## src/sacl_pkg.sv

```systemverilog
// Shared constants and types for the set-associative LFU cache lookup block.
`default_nettype none
package sacl_pkg;

  // configuration port
  localparam int CFG_IDX_W  = 2;
  localparam int CFG_DATA_W = 5;
  localparam int OFFSET_W   = 5;
  localparam int INDEX_W    = 4;
  localparam int WAYS_W     = 4;

  localparam logic [CFG_IDX_W-1:0] REG_OFFSET_BITS = 2'd0;
  localparam logic [CFG_IDX_W-1:0] REG_INDEX_BITS  = 2'd1;
  localparam logic [CFG_IDX_W-1:0] REG_WAYS_IN_USE = 2'd2;

  localparam logic [OFFSET_W-1:0] OFFSET_RST = 5'd6;
  localparam logic [INDEX_W-1:0]  INDEX_RST  = 4'd7;
  localparam logic [WAYS_W-1:0]   WAYS_RST   = 4'd1;

  // result fields
  localparam int TOTAL_W   = 32;
  localparam int WAY_OUT_W = 3;

  // back-end status seen by the top level
  typedef struct packed {
    logic clearing;  // reset sweep over the tag store in progress
    logic load;      // output register loaded this cycle
  } sacl_stat_t;

endpackage
`default_nettype wire

```

## src/sacl_front.sv

```systemverilog
// Front end: takes an address beat, splits it into set index and tag, stages it.
`default_nettype none
module sacl_front
  import sacl_pkg::*;
#(
  parameter int ADDRESS_BITS = 48,
  parameter int SET_BITS     = 10,
  parameter int IDX_W        = 10
) (
  input  wire logic                    clk,
  input  wire logic                    rst_n,
  input  wire logic [OFFSET_W-1:0]     offset_bits,
  input  wire logic [INDEX_W-1:0]      index_bits,
  input  wire logic                    clearing,
  input  wire logic                    in_valid,
  output logic                         in_ready,
  input  wire logic [ADDRESS_BITS-1:0] in_access_address,
  output logic                         q_valid,
  input  wire logic                    q_ready,
  output logic [IDX_W-1:0]             q_set,
  output logic [ADDRESS_BITS-1:0]      q_tag
);

  logic                    fv_r, fv_nxt;
  logic [IDX_W-1:0]        set_r;
  logic [ADDRESS_BITS-1:0] tag_r;
  logic [INDEX_W-1:0]      ib_u;
  logic [ADDRESS_BITS-1:0] above, mask;

  // clamp index field to what the set store holds
  always_comb begin
    if (32'(index_bits) > SET_BITS) ib_u = INDEX_W'(SET_BITS);
    else                            ib_u = index_bits;
    above = in_access_address >> offset_bits;
    mask  = ~({ADDRESS_BITS{1'b1}} << ib_u);
  end

  assign in_ready = !clearing && (!fv_r || q_ready);
  assign q_valid  = fv_r;
  assign q_set    = set_r;
  assign q_tag    = tag_r;

  always_comb begin
    fv_nxt = fv_r;
    if (q_ready) fv_nxt = 1'b0;
    if (in_valid && in_ready) fv_nxt = 1'b1;
  end

  always_ff @(posedge clk) begin
    if (!rst_n) begin
      fv_r <= 1'b0;
    end else begin
      fv_r <= fv_nxt;
    end
  end

  // payload stage
  always_ff @(posedge clk) begin
    if (in_valid && in_ready) begin
      set_r <= IDX_W'(above & mask);
      tag_r <= above >> ib_u;
    end
  end

endmodule
`default_nettype wire

```

## config.mk

```make
export PLATFORM = sky130hd
export DESIGN_NAME = sacl_front
export DESIGN_NICKNAME = d
export VERILOG_FILES = /design/src/sacl_pkg.sv /design/src/sacl_front.sv
export SDC_FILE = /design/constraint.sdc
export NUM_CORES = 1
export LEC_CHECK = 0
export ABC_AREA = 1
export BUFFER_PORTS_ARGS = -buffer_cell sky130_fd_sc_hd__buf_4
export CAP_MARGIN = 20
export CORE_MARGIN = 2
export CORE_UTILIZATION = 50
export DETAILED_ROUTE_END_ITERATION = 6
export GPL_ROUTABILITY_DRIVEN = 0
export MAX_ROUTING_LAYER = met4
export PLACE_DENSITY = 0.76
export SETUP_SLACK_MARGIN = 0.4
export SYNTH_ARGS = -nofsm -noshare
export SYNTH_HDL_FRONTEND = slang
export SYNTH_SLANG_ARGS = --single-unit
```

## constraint.sdc

```tcl
create_clock -name clk -period 5.7 [get_ports clk]
set_clock_uncertainty 0.05 [all_clocks]
set_input_delay 0.855 -clock clk [delete_from_list [all_inputs] [get_ports clk]]
set_output_delay 0.855 -clock clk [all_outputs]
set_load 0.02 [all_outputs]
```

==> results_tabular.tex <==
\begin{tabular}{lr}
\hline
Metric & Value \\
\hline
\multicolumn{2}{l}{\textbf{Status}} \\
\quad Run status & finished, violations left \\
\quad Failing checks & design-rule violations \\
\multicolumn{2}{l}{\textbf{STA}} \\
\quad Least-Margin Pin Slew & 916 ps \\
\quad Post-layout minimum cycle time & 3350 ps \\
\quad Setup repair after global routing missed its margin & false \\
\quad Count of final hold-check violations & 0 \\
\quad Maximum operating frequency & 299 MHz \\
\quad Post-route fraction of the period consumed by the critical path & 0.587 \\
\quad Max-slew headroom at the worst pin & 0.389 \\
\quad Final number of setup-violating endpoints & 0 \\
\quad Smallest hold slack & 602 ps \\
\quad Setup TNS & 0 ps \\
\quad Worst Slack Setup Final & 2350 ps \\
\quad Max-slew violations & 0 \\
\multicolumn{2}{l}{\textbf{Final layout}} \\
\quad Layout-stage area growth over the synthesis result & 17.5\% \\
\quad Number of non-filler instances in the completed layout & 1,274 \\
\quad Proportion of layout cells with a drive suffix above 1 & 0.144 \\
\quad Total inserted antenna cells & 0 \\
\quad Share of the core filled with cells in the final layout & 0.596 \\
\quad Final layout net count & 1,159 \\
\quad Finished Cell Area & 7470 µm² \\
\quad Most common library cell in the layout ignoring fill and taps & nand3\_1 \\
\quad Commonest non-fill, non-tap cells in the layout & nand3\_1 (534), nand2\_1 (265), buf\_4 (127) \\
\multicolumn{2}{l}{\textbf{Critical path}} \\
\quad Origin of the critical flop-to-flop path & q\_valid\$\_SDFFE\_PN0P\_ \\
\quad Slowest stage cell on the critical path & inv\_2 \\
\quad Largest fanout on the critical path & 49 \\
\quad Arrival time reported for the critical path endpoint & 3370 ps \\
\quad Levels on crit path & 9 \\
\quad Slowest Stage Delay on Critical Path & 650 ps \\
\quad Endpoint required time on the critical path & 5720 ps \\
\quad Depth of the most critical reg-to-reg path & 4 \\
\quad Delay-heaviest family, CP & buffers and inverters \\
\quad Chain of cells forming the critical path & buf\_4, inv\_2, nor2\_2, nor2\_4, buf\_4, inv\_2, o21ai\_1, o21ai\_0, o211ai\_1 \\
\quad Register-to-register setup slack & 4030 ps \\
\quad Launching element type of the critical path & primary input \\
\quad Crit end category & flip-flop \\
\quad R2r endpoint & q\_tag[5]\$\_DFFE\_PP\_ \\
\quad Worst path bufs/invs & 4 \\
\quad Worst setup path class & primary input to flip-flop \\
\multicolumn{2}{l}{\textbf{Placement}} \\
\quad Post-DP Area & 7160 µm² \\
\quad Pre-CTS worst setup slack & 2130 ps \\
\quad Total placed cells including tap cells & 1,258 \\
\quad Count of buffers inserted at the top-level ports & 121 \\
\quad Post-detail-place hpwl & 16.3 mm \\
\multicolumn{2}{l}{\textbf{Hold path}} \\
\quad Cells on Worst Hold Path & 4 \\
\quad Class of the tightest hold or removal check & flip-flop to flip-flop \\
\quad Startpoint of the tightest hold check path & q\_valid\$\_SDFFE\_PN0P\_ \\
\quad Worst hold path endpoint & q\_valid\$\_SDFFE\_PN0P\_ \\
\multicolumn{2}{l}{\textbf{Global routing}} \\
\quad Global routing usage on met3 & 0.0701 \\
\quad Met2 Use GR & 0.480 \\
\quad Global routing's busiest layer & met2 \\
\quad Remaining global-route overflow & 0 \\
\quad Initial antenna violation count & 0 \\
\quad All-layer global routing usage & 0.337 \\
\quad Wire length of the first global-routing pass & 35.2 mm \\
\quad Maximum number of pins on one net before global-route repair & 56 \\
\quad Vias in the first global route & 6,987 \\
\quad Met1 Track Usage GR & 0.476 \\
\multicolumn{2}{l}{\textbf{Routing}} \\
\quad First-pass DRT Iterations & 7 \\
\quad Sum of routed wire length over all layers & 22.0 mm \\
\quad Number of remaining DRC errors & 5 \\
\quad Number of nets with antenna violations after routing & 0 \\
\quad Post-DR wirelength/cell & 17.3 µm \\
\quad Number of DRC markers after the initial detailed-route iteration & 1,515 \\
\quad Via count & 8,105 \\
\quad Via/cell ratio & 6.36 \\
\multicolumn{2}{l}{\textbf{Die}} \\
\quad Site Rows & 41 \\
\quad Floorplan Core Area & 12,500 µm² \\
\quad Initial cell density of the core & 0.508 \\
\quad Boundary Pins & 122 \\
\quad Die outline area & 13,600 µm² \\
\quad Die Ht & 117 µm \\
\quad Width of the die & 117 µm \\
\multicolumn{2}{l}{\textbf{Clock network}} \\
\quad Max Root-Sink Buffers & 2 \\
\quad TritonCTS clock tree & done \\
\quad Clock root cell & clkbuf\_16 \\
\quad Quantity of gates resized following cts & 0 \\
\quad Total clock buffers created by CTS & 9 \\
\quad Buffer count from post-CTS setup fixing & 0 \\
\quad Clock-pin transition on the worst setup and hold timing paths & 50 ps \\
\quad Clock latency of the later-clocked register in the worst-skew pair & 330 ps \\
\quad Number of clock sinks & 59 \\
\quad CTS hold repair buffers & 0 \\
\quad CTS H-Tree Depth & 3 \\
\multicolumn{2}{l}{\textbf{Power}} \\
\quad Worst-case vdd ir drop & 0.151 mV \\
\quad Clock share of power & 0.325 \\
\quad Share of total power in sequential cells & 0.307 \\
\quad NetSw & 0.628 mW \\
\quad Power after layout & 1.73 mW \\
\quad Sw Ratio & 0.364 \\
\quad Power density over the cells & 231 nW/µm² \\
\quad Logic pwr share & 0.368 \\
\quad Static leakage power & 3.32 nW \\
\quad Cell-internal power & 1.10 mW \\
\multicolumn{2}{l}{\textbf{Yosys}} \\
\quad Post-synthesis instance area & 6350 µm² \\
\quad Register bit count reported by yosys & 59 \\
\quad Synth cell types & 33 \\
\quad Synthesized area divided by synthesized cell count & 6.12 µm² \\
\quad Cells after Synth & 1,039 \\
\quad Total nets after synthesis & 1,101 \\
\quad Synthesis Warnings & 0 \\
\quad Proportion of synthesized chip area in sequential cells & 0.277 \\
\multicolumn{2}{l}{\textbf{Flow run}} \\
\quad Number of violations of the max-capacitance limit & 0 \\
\hline
\end{tabular}
flip-flops by register name, indices dropped and copies added (netlist names):
signal	cells
q_set	10
q_tag	48
q_valid	1
worst reg2reg max path, delay by kind of cell (launching register included):
family / cells / cell delay (ps)
and+or+nand+nor: 2 / 450
DFF: 1 / 300
buffers and inverters: 2 / 500
synth_stat cells, drive strengths merged:
| cell | n | area share |
|---|---|---|
| a211oi | 1 | 0.0012 |
| a21boi | 1 | 0.0012 |
| a21oi | 10 | 0.0085 |
| a221oi | 1 | 0.0014 |
| and3 | 2 | 0.0020 |
| buf | 53 | 0.046 |
| clkbuf | 28 | 0.017 |
| dfxtp | 1 | 0.0032 |
| edfxtp | 58 | 0.27 |
| inv | 20 | 0.012 |
| nand2 | 266 | 0.16 |
| nand3 | 535 | 0.42 |
| nand4 | 20 | 0.020 |
| nor2 | 22 | 0.015 |
| nor3 | 1 | 0.00079 |
| nor3b | 1 | 0.0012 |
| nor4 | 1 | 0.00099 |
| o211ai | 4 | 0.0047 |
| o21a | 1 | 0.0012 |
| o21ai | 11 | 0.0087 |
| o41ai | 1 | 0.0014 |
| or2 | 1 | 0.00099 |
worst max-delay path by stage:
| stage | to | start | slack [ps] |
|---|---|---|---|
| after global placement | q_tag[4]$_DFFE_PP_ | index_bits[3] | 2150 |
| after detailed placement | q_tag[37]$_DFFE_PP_ | index_bits[3] | 2130 |
| after global routing | q_tag[37]$_DFFE_PP_ | index_bits[3] | 2150 |
| final | q_tag[37]$_DFFE_PP_ | index_bits[3] | 2350 |
| after floorplan | q_set[0]$_DFFE_PP_ | q_ready | 1980 |
| after CTS | q_tag[37]$_DFFE_PP_ | index_bits[3] | 2470 |
kinds of logic (layout without fill, tap and decap cells):
logic type             count (synthesis)  in the layout  synth area share
AO/OA/AOI/OAI                         30             30            0.0282
AND/OR/NAND/NOR                      849            849             0.620
flip-flops                            59             59             0.277
buffers and inverters                101            164            0.0742
layer usage:
layer | part of all wire | up-vias
met3 | 0.12 | 61
met4 | 0.035 | 0
met5 | 0 | -
met2 | 0.44 | 562
li1 | - | 3838
met1 | 0.41 | 3644
power groups by stage:
stage	Sequential, mW	Combinational, mW	Clock [mW]
after floorplan	0.575	0.394	0
after global placement	0.538	0.611	0
after detailed placement	0.539	0.614	0
after CTS	0.530	0.617	0.561
after global routing	0.532	0.697	0.581
final	0.530	0.635	0.562
final cells by class:
cell class                      instances  area, µm²
Sequential cell                        59       1760
Inverter                               20       75.1
Multi-Input combinational cell        879       4140
Timing Repair Buffer                  128        968
Tap cell                              172        215
Clock inverter                          2       35.0
Fill cell                            1297       5050
Clock buffer                           14        274
No activity file was read; power rests on OpenSTA's default activity.
