===== src/sacl_queue.sv =====
// Two-entry queue between front and back ends.
`default_nettype none
module sacl_queue #(
  parameter int WIDTH = 58
) (
  input  wire logic             clk,
  input  wire logic             rst_n,
  input  wire logic             wr_valid,
  output logic                  wr_ready,
  input  wire logic [WIDTH-1:0] wr_data,
  output logic                  rd_valid,
  input  wire logic             rd_ready,
  output logic [WIDTH-1:0]      rd_data
);

  logic [WIDTH-1:0] slot_r [2];
  logic             wp_r, wp_nxt, rp_r, rp_nxt;
  logic [1:0]       cnt_r, cnt_nxt;
  logic             push, pop;

  assign wr_ready = (cnt_r != 2'd2);
  assign rd_valid = (cnt_r != 2'd0);
  assign rd_data  = slot_r[rp_r];
  assign push     = wr_valid && wr_ready;
  assign pop      = rd_valid && rd_ready;

  always_comb begin
    wp_nxt  = push ? !wp_r : wp_r;
    rp_nxt  = pop ? !rp_r : rp_r;
    cnt_nxt = cnt_r + 2'(push) - 2'(pop);
  end

  always_ff @(posedge clk) begin
    if (!rst_n) begin
      wp_r  <= 1'b0;
      rp_r  <= 1'b0;
      cnt_r <= 2'd0;
    end else begin
      wp_r  <= wp_nxt;
      rp_r  <= rp_nxt;
      cnt_r <= cnt_nxt;
    end
  end

  always_ff @(posedge clk) begin
    if (push) slot_r[wp_r] <= wr_data;
  end

endmodule
`default_nettype wire


===== config.mk =====
export PLATFORM = sky130hd
export DESIGN_NAME = sacl_queue
export DESIGN_NICKNAME = d
export VERILOG_FILES = /design/src/sacl_queue.sv
export SDC_FILE = /design/constraint.sdc
export NUM_CORES = 1
export LEC_CHECK = 0
export ABC_AREA = 0
export BUFFER_PORTS_ARGS = -buffer_cell sky130_fd_sc_hd__buf_2
export CORE_MARGIN = 1.5
export CORE_UTILIZATION = 47
export CTS_BUF_LIST = sky130_fd_sc_hd__clkbuf_4
export CTS_CLUSTER_SIZE = 16
export DETAILED_ROUTE_END_ITERATION = 16
export PLACE_DENSITY = 0.77
export SLEW_MARGIN = 5
export SYNTH_ARGS = -nofsm -noshare
export SYNTH_HDL_FRONTEND = slang
export SYNTH_SLANG_ARGS = --single-unit

===== constraint.sdc =====
create_clock -name clk -period 3.1 [get_ports clk]
set_clock_uncertainty 0.05 [all_clocks]
set_input_delay 0.31 -clock clk [delete_from_list [all_inputs] [get_ports clk]]
set_output_delay 0.31 -clock clk [all_outputs]
set_load 0.02 [all_outputs]

==> impl_results.rst, run 1 <==
.. list-table::
   :header-rows: 1

   * - Metric
     - Value
   * - Simple-gate area share of the yosys netlist
     - about 2%
   * - Top-level I/O count
     - 122
   * - Final Wtd Congestion
     - roughly 0.7
   * - Cts hold-fix bufs
     - 59
   * - Area of the die
     - slightly above 0.01 mm²
   * - Diode count
     - 0
   * - Area growth syn-to-layout
     - 37.5%
   * - Adder-cell share of the synthesized area
     - less than 1%
   * - Leakage power figure
     - about 2.3 nW
   * - Post-Synthesis Mean Instance Area
     - 21.2 µm²
   * - Final routed wirelength across all metal layers
     - 8360 µm
   * - Die height
     - 100 µm
   * - Violation count after the first detailed-route iteration
     - 114
   * - DR vias
     - around 2600
   * - GRT busiest layer
     - met2
   * - Setup violations, final
     - 0
   * - Effective utilization at floorplan
     - 48.3%
   * - Sequential share of power
     - between 40% and 50%
   * - Area leader, netlist
     - edfxtp_1
   * - Worst-Margin Slew
     - roughly 0.7 ns
   * - Latest clock arrival within the worst-skew pair
     - ~0.49 ns
   * - Int Pwr
     - a little over 0.003 W
   * - Synth Area in XOR/XNOR
     - less than 1%
   * - Num CTS Buffers
     - 17
   * - HP Class
     - in2reg
   * - Maximum number of pins on one net before global-route repair
     - 36
   * - Count of nets after finishing
     - roughly 470
   * - Internal reg-to-reg setup slack
     - ~1.1 ns
   * - Number of buffer cells added on primary ports
     - approximately 120
   * - Synthesized instance count
     - 210
   * - Crit path launch type
     - flip-flop
   * - Yosys warning count
     - 0
   * - Count of max-cap constraint violations
     - 0
   * - Sequential element share of the synthesized area
     - approximately 81%
   * - DP Wirelength
     - between 4000 and 5000 µm
   * - Worst Setup End Kind
     - output pin
   * - Post-CTS Setup Inserts
     - 0
   * - Clock Root Buffer
     - clkbuf_4
   * - Antenna Violating Nets Remaining
     - 0
   * - CTS tree
     - done
   * - Setup Total Neg Slack
     - 0 ns
   * - Aggregate global-route resource usage
     - about 18%
   * - Peak Freq
     - between 400 and 500 MHz
   * - Core region area
     - a little over 0.009 mm²
   * - First-pass DRT Iterations
     - 4
   * - Total power density per cell area
     - slightly below 700 mW/mm²
   * - Net switching power
     - between 0.001 and 0.0015 W
   * - Top cells by area in the synthesized netlist
     - edfxtp_1 78%, mux2_1 15%, dfxtp_1 2.3%
   * - Core utilization of the finished layout
     - 66.5%
   * - Fraction of final layout cells sized beyond drive strength 1
     - about 37%
   * - Reg clk slew, reported paths
     - around 0.11 ns
   * - Mux share of post-synthesis cell area
     - 14.7%
   * - Mapped Area
     - around 0.0044 mm²
   * - Status
     - completed
   * - Number of core rows
     - 35
   * - Overflow after GRT
     - 0
   * - Fillcell total
     - between 600 and 700
   * - Worst voltage drop across the vdd grid
     - ~0.4 mV
   * - Routing usage on met1
     - between 20% and 30%
   * - Maximum level of the CTS H-tree
     - 4
   * - Max-slew headroom
     - a little over half
   * - Combinational family with the most area after synthesis
     - multiplexers
   * - Crit share post-route
     - around four fifths
   * - Clk network pwr share
     - 28.4%
   * - Maximum clock path buffer count
     - 2
   * - Synth Register Bits
     - approximately 120
   * - Sw Ratio
     - roughly 28%
   * - Die outline width
     - roughly 100 µm
   * - Number of global-route vias before repair
     - approximately 2600
   * - Wire length of the first global-routing pass
     - about 13000 µm
   * - Minimum clock period
     - approximately 2.4 ns
   * - Grt met3 use
     - 5.85%
   * - Required time at the worst-slack endpoint
     - between 2 and 3 ns
   * - Clk sink count
     - approximately 120
   * - Path type of the worst setup path
     - reg2out
   * - Distinct cell type count after synthesis
     - 26
   * - Proportion of power drawn by combinational gates
     - a little under a quarter
   * - Critical path arrival
     - approximately 2.1 ns
   * - Top-area cell type share of the netlist area
     - 78.4%
   * - Unrepaired setup endpoints after global routing
     - no
   * - Net count after synthesis
     - about 270
   * - Top fanout value on the critical path
     - 35
   * - Initial antenna violation count
     - 0
   * - Post-cts sizing count
     - 0
   * - Number of max-slew violations in the final report
     - 0
   * - Total DRC errors in the routed layout
     - 0
   * - Detail-routed net length per standard cell
     - around 16 µm
   * - Fraction of the mapped netlist area in compound gates
     - less than 1%
   * - Met2 global-route usage
     - a little under a third
   * - Post-DR vias/cell
     - just under 5
   * - Hold Fails Final Rpt
     - 0
## final cells by class
cell class / instances / area (µm²) / share of cell area [%]
Inverter: 2 / 7.51 / 0.123
Clock inverter: 14 / 180 / 2.95
Sequential cell: 121 / 3580 / 58.6
Timing Repair Buffer: 183 / 1260 / 20.5
Multi-Input combinational cell: 81 / 811 / 13.3
Tap cell: 111 / 139 / 2.27
Clock buffer: 18 / 135 / 2.21
## synth_stat cells, drive strengths merged
cell type	n
nor4bb	1
o31a	1
buf	6
nor2	4
nor2b	1
a21oi	1
and2	1
mux2	58
xor2	1
inv	2
nor4	1
a21bo	1
o21ai	2
nor3	1
nand3	1
or2	1
dfxtp	5
and3	2
nand2b	1
o21ba	1
edfxtp	116
nand3b	1
ha	1
## routing by layer
layer	vias to the layer above	share of wire, %	wire length, µm
met2	89	51	4270
met3	10	5.1	430
met4	0	0.97	81
met5	-	0	0
li1	1226	-	-
met1	1243	43	3580
## power by group through the flow
| stage | sequential, W | clock, W | combinational (W) |
|---|---|---|---|
| 6_report | 0.00206 | 0.00120 | 0.000965 |
| 4_1_cts | 0.00206 | 0.00123 | 0.000974 |
| 5_1_grt | 0.00208 | 0.00131 | 0.00104 |
| 3_3_place_gp | 0.00209 | 0 | 0.000905 |
| 2_1_floorplan | 0.00206 | 0 | 0.000639 |
| 3_5_place_dp | 0.00210 | 0 | 0.000912 |
## per-stage QoR
| stage | instance area, µm² | setup slack (ns) | hold slack, ns | instances | power [W] |
|---|---|---|---|---|---|
| 4_1_cts | 6110 | 0.598 | 0.108 | 530 | 0.00426 |
| 3_3_place_gp | 5210 | 1.15 | 0.437 | 439 | 0.00299 |
| 5_1_grt | 6110 | 0.493 | 0.131 | 530 | 0.00443 |
| 6_report | 6110 | 0.666 | 0.170 | 530 | 0.00422 |
| 3_5_place_dp | 5210 | 1.13 | 0.446 | 439 | 0.00301 |
| 2_1_floorplan | 4450 | 0.483 | 0.359 | 210 | 0.00270 |
## critical path, cell delays in order, from the launching register on
cell and delay, ns:
dfxtp_2 0.72, buf_12 0.30, mux2_1 0.38, buf_2 0.17
## cell families after synthesis
| group | after synthesis |
|---|---|
| XOR/XNOR | 1 |
| flip-flops | 121 |
| buffers and inverters | 8 |
| AO/OA/AOI/OAI | 6 |
| multiplexers | 58 |
| adder cells (fa/ha/maj) | 1 |
| AND/OR/NAND/NOR | 15 |
## worst paths after layout
check | startpoint | to | cells after the start
worst max-delay path | flip-flop | rd_data[4] | 3
worst min-delay path | wr_valid | wp_r | 3
worst max register to register | cnt_r[0] | slot_r[1][19] | 3
worst min register to register | rp_r | rp_r | 2
## placed cells by master (no fill, tap or decap), types with 3 or more instances in the layout
cell | netlist | layout
buf_12 | 0 | 3
clkbuf_4 | 0 | 18
bufinv_16 | 0 | 4
buf_2 | 3 | 121
dfxtp_1 | 5 | 4
edfxtp_1 | 116 | 116
clkinv_1 | 0 | 3
mux2_1 | 58 | 58
dlygate4sd3_1 | 0 | 59
clkinv_4 | 0 | 3
nor2_1 | 4 | 4
clkinv_2 | 0 | 3
## state kept, by name, indices dropped and copies added (netlist names), named ones only
signal  count
wp_r        1
rp_r        1
slot_r    116
cnt_r       2
No activity file was read; power rests on OpenSTA's default activity.
==> inputs of run 2 (changes only) <==
- PLACE_DENSITY: 0.77 -> 0.8
- clock period: 3.1 -> 2.1 ns (I/O delays scaled with it)
==> impl_results.rst, run 2 (synthesis gave the netlist of run 1 again) <==
.. list-table::
   :header-rows: 1

   * - Metric
     - Value
   * - Total power density per cell area
     - slightly above 1000 mW/mm²
   * - Cell Count Post-Placement
     - 442
   * - First-pass DRT Iterations
     - 4
   * - Cell Area, Placed
     - around 0.0052 mm²
   * - Maximum clock path buffer count
     - 2
   * - Crit path buf inv count
     - 2
   * - Die height
     - 100 µm
   * - Area growth syn-to-layout
     - 37.6%
   * - Diode count
     - 0
   * - Number of flip-flops in the largest register
     - 116
   * - Maximum number of pins on one net before global-route repair
     - 42
   * - Path type of the worst setup path
     - reg2out
   * - Worst reg2reg path depth
     - 6
   * - Worst voltage drop across the vdd grid
     - ~0.71 mV
   * - Critical path arrival
     - roughly 1.6 ns
   * - Core region area
     - slightly above 0.009 mm²
   * - Top delay family on crit path
     - buffers and inverters
   * - Number of gates on the worst path with buffers counted
     - 3
   * - Total DRC errors in the routed layout
     - 0
   * - Hold Fails Final Rpt
     - 0
   * - Top-level I/O count
     - roughly 120
   * - Cells along the critical path
     - buf_4 > mux2_1 > buf_2
   * - Maximum level of the CTS H-tree
     - 4
   * - Effective utilization at floorplan
     - approximately half
   * - Post-DR vias/cell
     - around 4.8
   * - Number of global-route vias before repair
     - ~2700
   * - Number of buffer cells added on primary ports
     - roughly 120
   * - Number of core rows
     - 35
   * - Setup violations, final
     - 0
   * - Final Wtd Congestion
     - around 0.71
   * - Count of max-cap constraint violations
     - 0
   * - Minimum clock period
     - 1.89 ns
   * - Wire length of the first global-routing pass
     - between 10000 and 15000 µm
   * - Area of the die
     - 0.0101 mm²
   * - Top fanout value on the critical path
     - 17
   * - Number of max-slew violations in the final report
     - 0
   * - Cell Count, Final, Fillers Out
     - about 530
   * - HP Class
     - in2reg
   * - Peak Freq
     - roughly 530 MHz
   * - Clk sink count
     - 121
   * - Post-CTS Setup Inserts
     - 0
   * - Worst Setup End Kind
     - output pin
   * - Crit path launch type
     - flip-flop
   * - Max-slew headroom
     - between 70 and 80%
   * - Fraction of final layout cells sized beyond drive strength 1
     - 38.2%
   * - Crit share post-route
     - 90.2%
   * - DP Wirelength
     - around 4800 µm
   * - Detail-routed net length per standard cell
     - roughly 15 µm
   * - Count of nets after finishing
     - around 470
   * - Die outline width
     - around 100 µm
   * - Unrepaired setup endpoints after global routing
     - no
   * - Latest clock arrival within the worst-skew pair
     - between 0.4 and 0.5 ns
   * - Worst-Margin Slew
     - between 0.4 and 0.5 ns
   * - Clock Root Buffer
     - clkbuf_4
   * - CTS tree
     - done
   * - Violation count after the first detailed-route iteration
     - 90
   * - Overflow after GRT
     - 0
   * - Worst Hold Depth
     - 3
   * - Final cell area excluding filler cells
     - roughly 0.0061 mm²
   * - Initial antenna violation count
     - 0
   * - Reg clk slew, reported paths
     - ~0.1 ns
   * - DR vias
     - ~2600
   * - Most common library cell in the layout ignoring fill and taps
     - buf_2
   * - Antenna Violating Nets Remaining
     - 0
   * - Setup Total Neg Slack
     - 0 ns
   * - Aggregate global-route resource usage
     - 17.0%
   * - Largest registers
     - slot_r x116, cnt_r x2
   * - Top library cells by usage in the layout, fill and taps aside
     - 121 x buf_2, 116 x edfxtp_1, 59 x dlygate4sd3_1
   * - Slowest cell delay on critical path
     - ~0.38 ns
   * - Num CTS Buffers
     - 17
   * - Final routed wirelength across all metal layers
     - 8170 µm
   * - Largest register by flop count
     - slot_r
   * - Status
     - completed
   * - Required time at the worst-slack endpoint
     - between 1.5 and 2 ns
   * - Slowest cell on the critical path
     - mux2_1
   * - Leakage power figure
     - ~2.3 nW
run 2: cell types whose count changed in the layout (fill, tap and decap cells not counted), sizes merged:
cell,before,now
clkinv,9,3
clkinvlp,1,6
buf,124,127
inv,2,5
bufinv,4,3
clkbuf,18,17
run 2: layout make-up:
cell class / count / area, µm²
Timing Repair Buffer: 186 / 1270
Clock buffer: 17 / 128
Tap cell: 111 / 139
Clock inverter: 15 / 174
Fill cell: 639 / 3080
Sequential cell: 121 / 3580
Multi-Input combinational cell: 81 / 813
Inverter: 2 / 11.3
run 2: power by group:
part	switching (W)	internal [W]
sequential	0.0000728	0.00293
clock	0.000866	0.000828
combinational	0.000888	0.000606
run 2: through the flow:
stage | setup WS, ns | power, W | util [%] | hold slack (ns)
floorplan | 0.0536 | 0.00398 | - | 0.259
global placement | 0.528 | 0.00443 | 56.8 | 0.347
detailed placement | 0.405 | 0.00447 | 56.8 | 0.351
CTS | 0.153 | 0.00626 | 66.5 | 0.0471
global route | 0.0895 | 0.00647 | 66.5 | 0.0486
finish | 0.207 | 0.00619 | 66.5 | 0.0940
run 2: repair_timing:
action / 4_1_cts / 5_1_grt
endpoints found under the hold margin: 121 / 0
hold buffers: 59 / 0
resized for setup: 0 / 0
run 2: worst register-to-register path: cells and delay by family (launching register included):
kind | cells | cell delay [ns]
adders and majority gates | 1 | 0.20
AOI/OAI and AO/OA | 1 | 0.16
and+or+nand+nor | 4 | 0.74
DFF | 1 | 0.47
run 2: layer usage:
metal / routed length (µm) / share of wire, % / up-vias / GRT usage (%)
met2: 4280 / 52 / 88 / 29.3
met4: 112 / 1.4 / 0 / 6.39
met3: 362 / 4.4 / 13 / 5.99
met1: 3410 / 42 / 1217 / 19.6
li1: - / - / 1233 / -
met5: 0 / 0 / - / 0
run 2: final timing paths:
check	startpoint	to	slack (ns)
min reg2reg	rp_r	flip-flop	0.47
max	flip-flop	rd_data[34]	0.21
max reg2reg	cnt_r[1]	cnt_r[1]	0.38
min	wr_valid	wp_r	0.09
==> inputs of run 3 (changes only) <==
- GPL_TIMING_DRIVEN: not set -> 0
==> impl_results.rst, run 3 (synthesis gave the netlist of run 1 again) <==
.. list-table::
   :header-rows: 1

   * - Metric
     - Value
   * - Area growth syn-to-layout
     - 36.9%
   * - Top library cells by usage in the layout, fill and taps aside
     - 124 x buf_2, 116 x edfxtp_1, 59 x dlygate4sd3_1
   * - Clk sink count
     - between 100 and 150
   * - Diode count
     - 0
   * - Die height
     - between 100 and 150 µm
   * - Required time at the worst-slack endpoint
     - approximately 2.1 ns
   * - Setup Total Neg Slack
     - 0 ns
   * - Maximum number of pins on one net before global-route repair
     - 59
   * - Minimum clock period
     - 2.07 ns
   * - Leakage power figure
     - between 2 and 2.5 nW
   * - DR vias
     - ~2600
   * - Wire length of the first global-routing pass
     - about 13000 µm
   * - Final cell area excluding filler cells
     - 0.00608 mm²
   * - Cell Area, Placed
     - between 0.005 and 0.006 mm²
   * - Top fanout value on the critical path
     - 29
   * - Unrepaired setup endpoints after global routing
     - yes
   * - Worst Hold Depth
     - 3
   * - Aggregate global-route resource usage
     - 18.2%
   * - Number of core rows
     - 35
   * - Count of max-cap constraint violations
     - 0
   * - Effective utilization at floorplan
     - about 48%
   * - Sink of the worst hold path
     - wp_r
   * - Core region area
     - 0.00920 mm²
   * - Final Wtd Congestion
     - 0.755
   * - Setup violations, final
     - 0
   * - Critical path arrival
     - 2.03 ns
   * - Number of global-route vias before repair
     - approximately 2800
   * - Total DRC errors in the routed layout
     - 0
   * - Overflow after GRT
     - 0
   * - Worst Setup End Kind
     - flip-flop
   * - Path type of the worst setup path
     - reg2reg
   * - Total power density per cell area
     - approximately 1000 mW/mm²
   * - Maximum level of the CTS H-tree
     - 4
   * - Detail-routed net length per standard cell
     - 16.1 µm
   * - Clock Root Buffer
     - clkbuf_4
   * - Post-CTS Setup Inserts
     - 0
   * - Worst reg2reg path depth
     - 3
   * - Number of flip-flops in the largest register
     - around 120
   * - Worst-Margin Slew
     - slightly above 0.8 ns
   * - Peak Freq
     - approximately 480 MHz
   * - Crit share post-route
     - slightly below 100%
   * - Most common library cell in the layout ignoring fill and taps
     - buf_2
   * - Number of buffer cells added on primary ports
     - about 120
   * - Reg clk slew, reported paths
     - 0.12 ns
   * - Cell Count, Final, Fillers Out
     - between 500 and 600
   * - Crit path launch type
     - flip-flop
   * - Area of the multi-input gates
     - ~800 µm²
   * - Violation count after the first detailed-route iteration
     - roughly 110
   * - Startpoint of the lowest-slack hold path
     - wr_valid
   * - Reg-to-Reg Start
     - cnt_r[0]
   * - Sequential Area
     - approximately 0.0036 mm²
   * - Cell Count Post-Placement
     - 442
   * - Die outline width
     - 100 µm
   * - Top-level I/O count
     - around 120
   * - Worst voltage drop across the vdd grid
     - ~0.78 mV
   * - Internal reg-to-reg setup slack
     - 0.03 ns
   * - Maximum clock path buffer count
     - 2
   * - Status
     - completed
   * - Count of nets after finishing
     - about 470
   * - Max-slew headroom
     - around 46%
   * - Largest register by flop count
     - slot_r
   * - Num CTS Buffers
     - 17
   * - Antenna Violating Nets Remaining
     - 0
   * - Post-DR vias/cell
     - 4.93
   * - Number of max-slew violations in the final report
     - 0
   * - Hold Fails Final Rpt
     - 0
   * - Initial antenna violation count
     - 0
   * - Area of the die
     - 0.0101 mm²
   * - First-pass DRT Iterations
     - 4
   * - Final routed wirelength across all metal layers
     - approximately 8600 µm
   * - DP Wirelength
     - ~4600 µm
   * - HP Class
     - in2reg
   * - Latest clock arrival within the worst-skew pair
     - 0.49 ns
   * - Fraction of final layout cells sized beyond drive strength 1
     - between 30% and 40%
   * - End of the worst register-to-register path
     - slot_r[0][40]
   * - Fillcell total
     - 635
   * - Largest registers
     - slot_r x116, cnt_r x2
   * - CTS tree
     - done
## run 3: cell types whose count changed in the layout (fill, tap and decap cells not counted), sizes merged
| cell | previous run | this run |
|---|---|---|
| clkinv | 3 | 6 |
| bufinv | 3 | 2 |
| inv | 5 | 4 |
## run 3: where the power goes
| part | switching (W) | internal, W |
|---|---|---|
| logic | 0.000895 | 0.000598 |
| clock network | 0.000880 | 0.000707 |
| registers | 0.0000734 | 0.00293 |
## run 3: metal layers
metal  part of all wire, %  track usage [%]  up-vias
li1                      -                -     1235
met1                    40             19.6     1304
met2                    54             32.8       85
met3                   5.3             6.55        7
met4                  0.87             7.04        0
met5                     0                0        -
## run 3: metrics by stage
stage	total power, W	hold WS, ns	setup WS [ns]	util (%)
after floorplan	0.00398	0.259	0.0536	-
after global placement	0.00442	0.348	-0.372	56.5
after detailed placement	0.00445	0.351	-0.437	56.6
after CTS	0.00614	0.00493	-0.0328	66.1
after global routing	0.00637	0.0161	-0.130	66.2
final	0.00609	0.0556	0.0323	66.2
## run 3: layout make-up
type                            count  share of cell area, %
Sequential cell                   121                   58.9
Timing Repair Buffer              180                   19.7
Multi-Input combinational cell     81                   13.4
Clock inverter                     15                   2.49
Tap cell                          111                   2.28
Clock buffer                       17                   2.10
Buffer                              6                  0.802
Inverter                            2                  0.185
Timing Repair inverter              1                  0.123
## run 3: how the worst max path moves through the flow
stage | from | to | slack, ns | cells past startpoint
6_report | cnt_r[0] | slot_r[0][40] | 0.03 | 3
5_1_grt | cnt_r[0] | slot_r[0][40] | -0.13 | 3
4_1_cts | cnt_r[0] | slot_r[0][24] | -0.03 | 3
3_5_place_dp | cnt_r[0] | slot_r[0][37] | -0.44 | 3
3_3_place_gp | cnt_r[0] | slot_r[0][39] | -0.37 | 3
2_1_floorplan | cnt_r[0] | slot_r[0][0] | 0.05 | 3
## run 3: worst max-delay path, cell delays in order (launching register included)
cell and delay, ns:
dfxtp_2 0.37, nand2b_2 0.21, nand3b_1 0.27, clkinvlp_4 0.67
## run 3: timing repair
item | in CTS | in global routing
endpoints found under the hold margin | 121 | 0
gates cloned | 1 | 0
resized for setup | 3 | 1
hold buffers | 59 | 0
endpoints found under the setup margin | 78 | 81
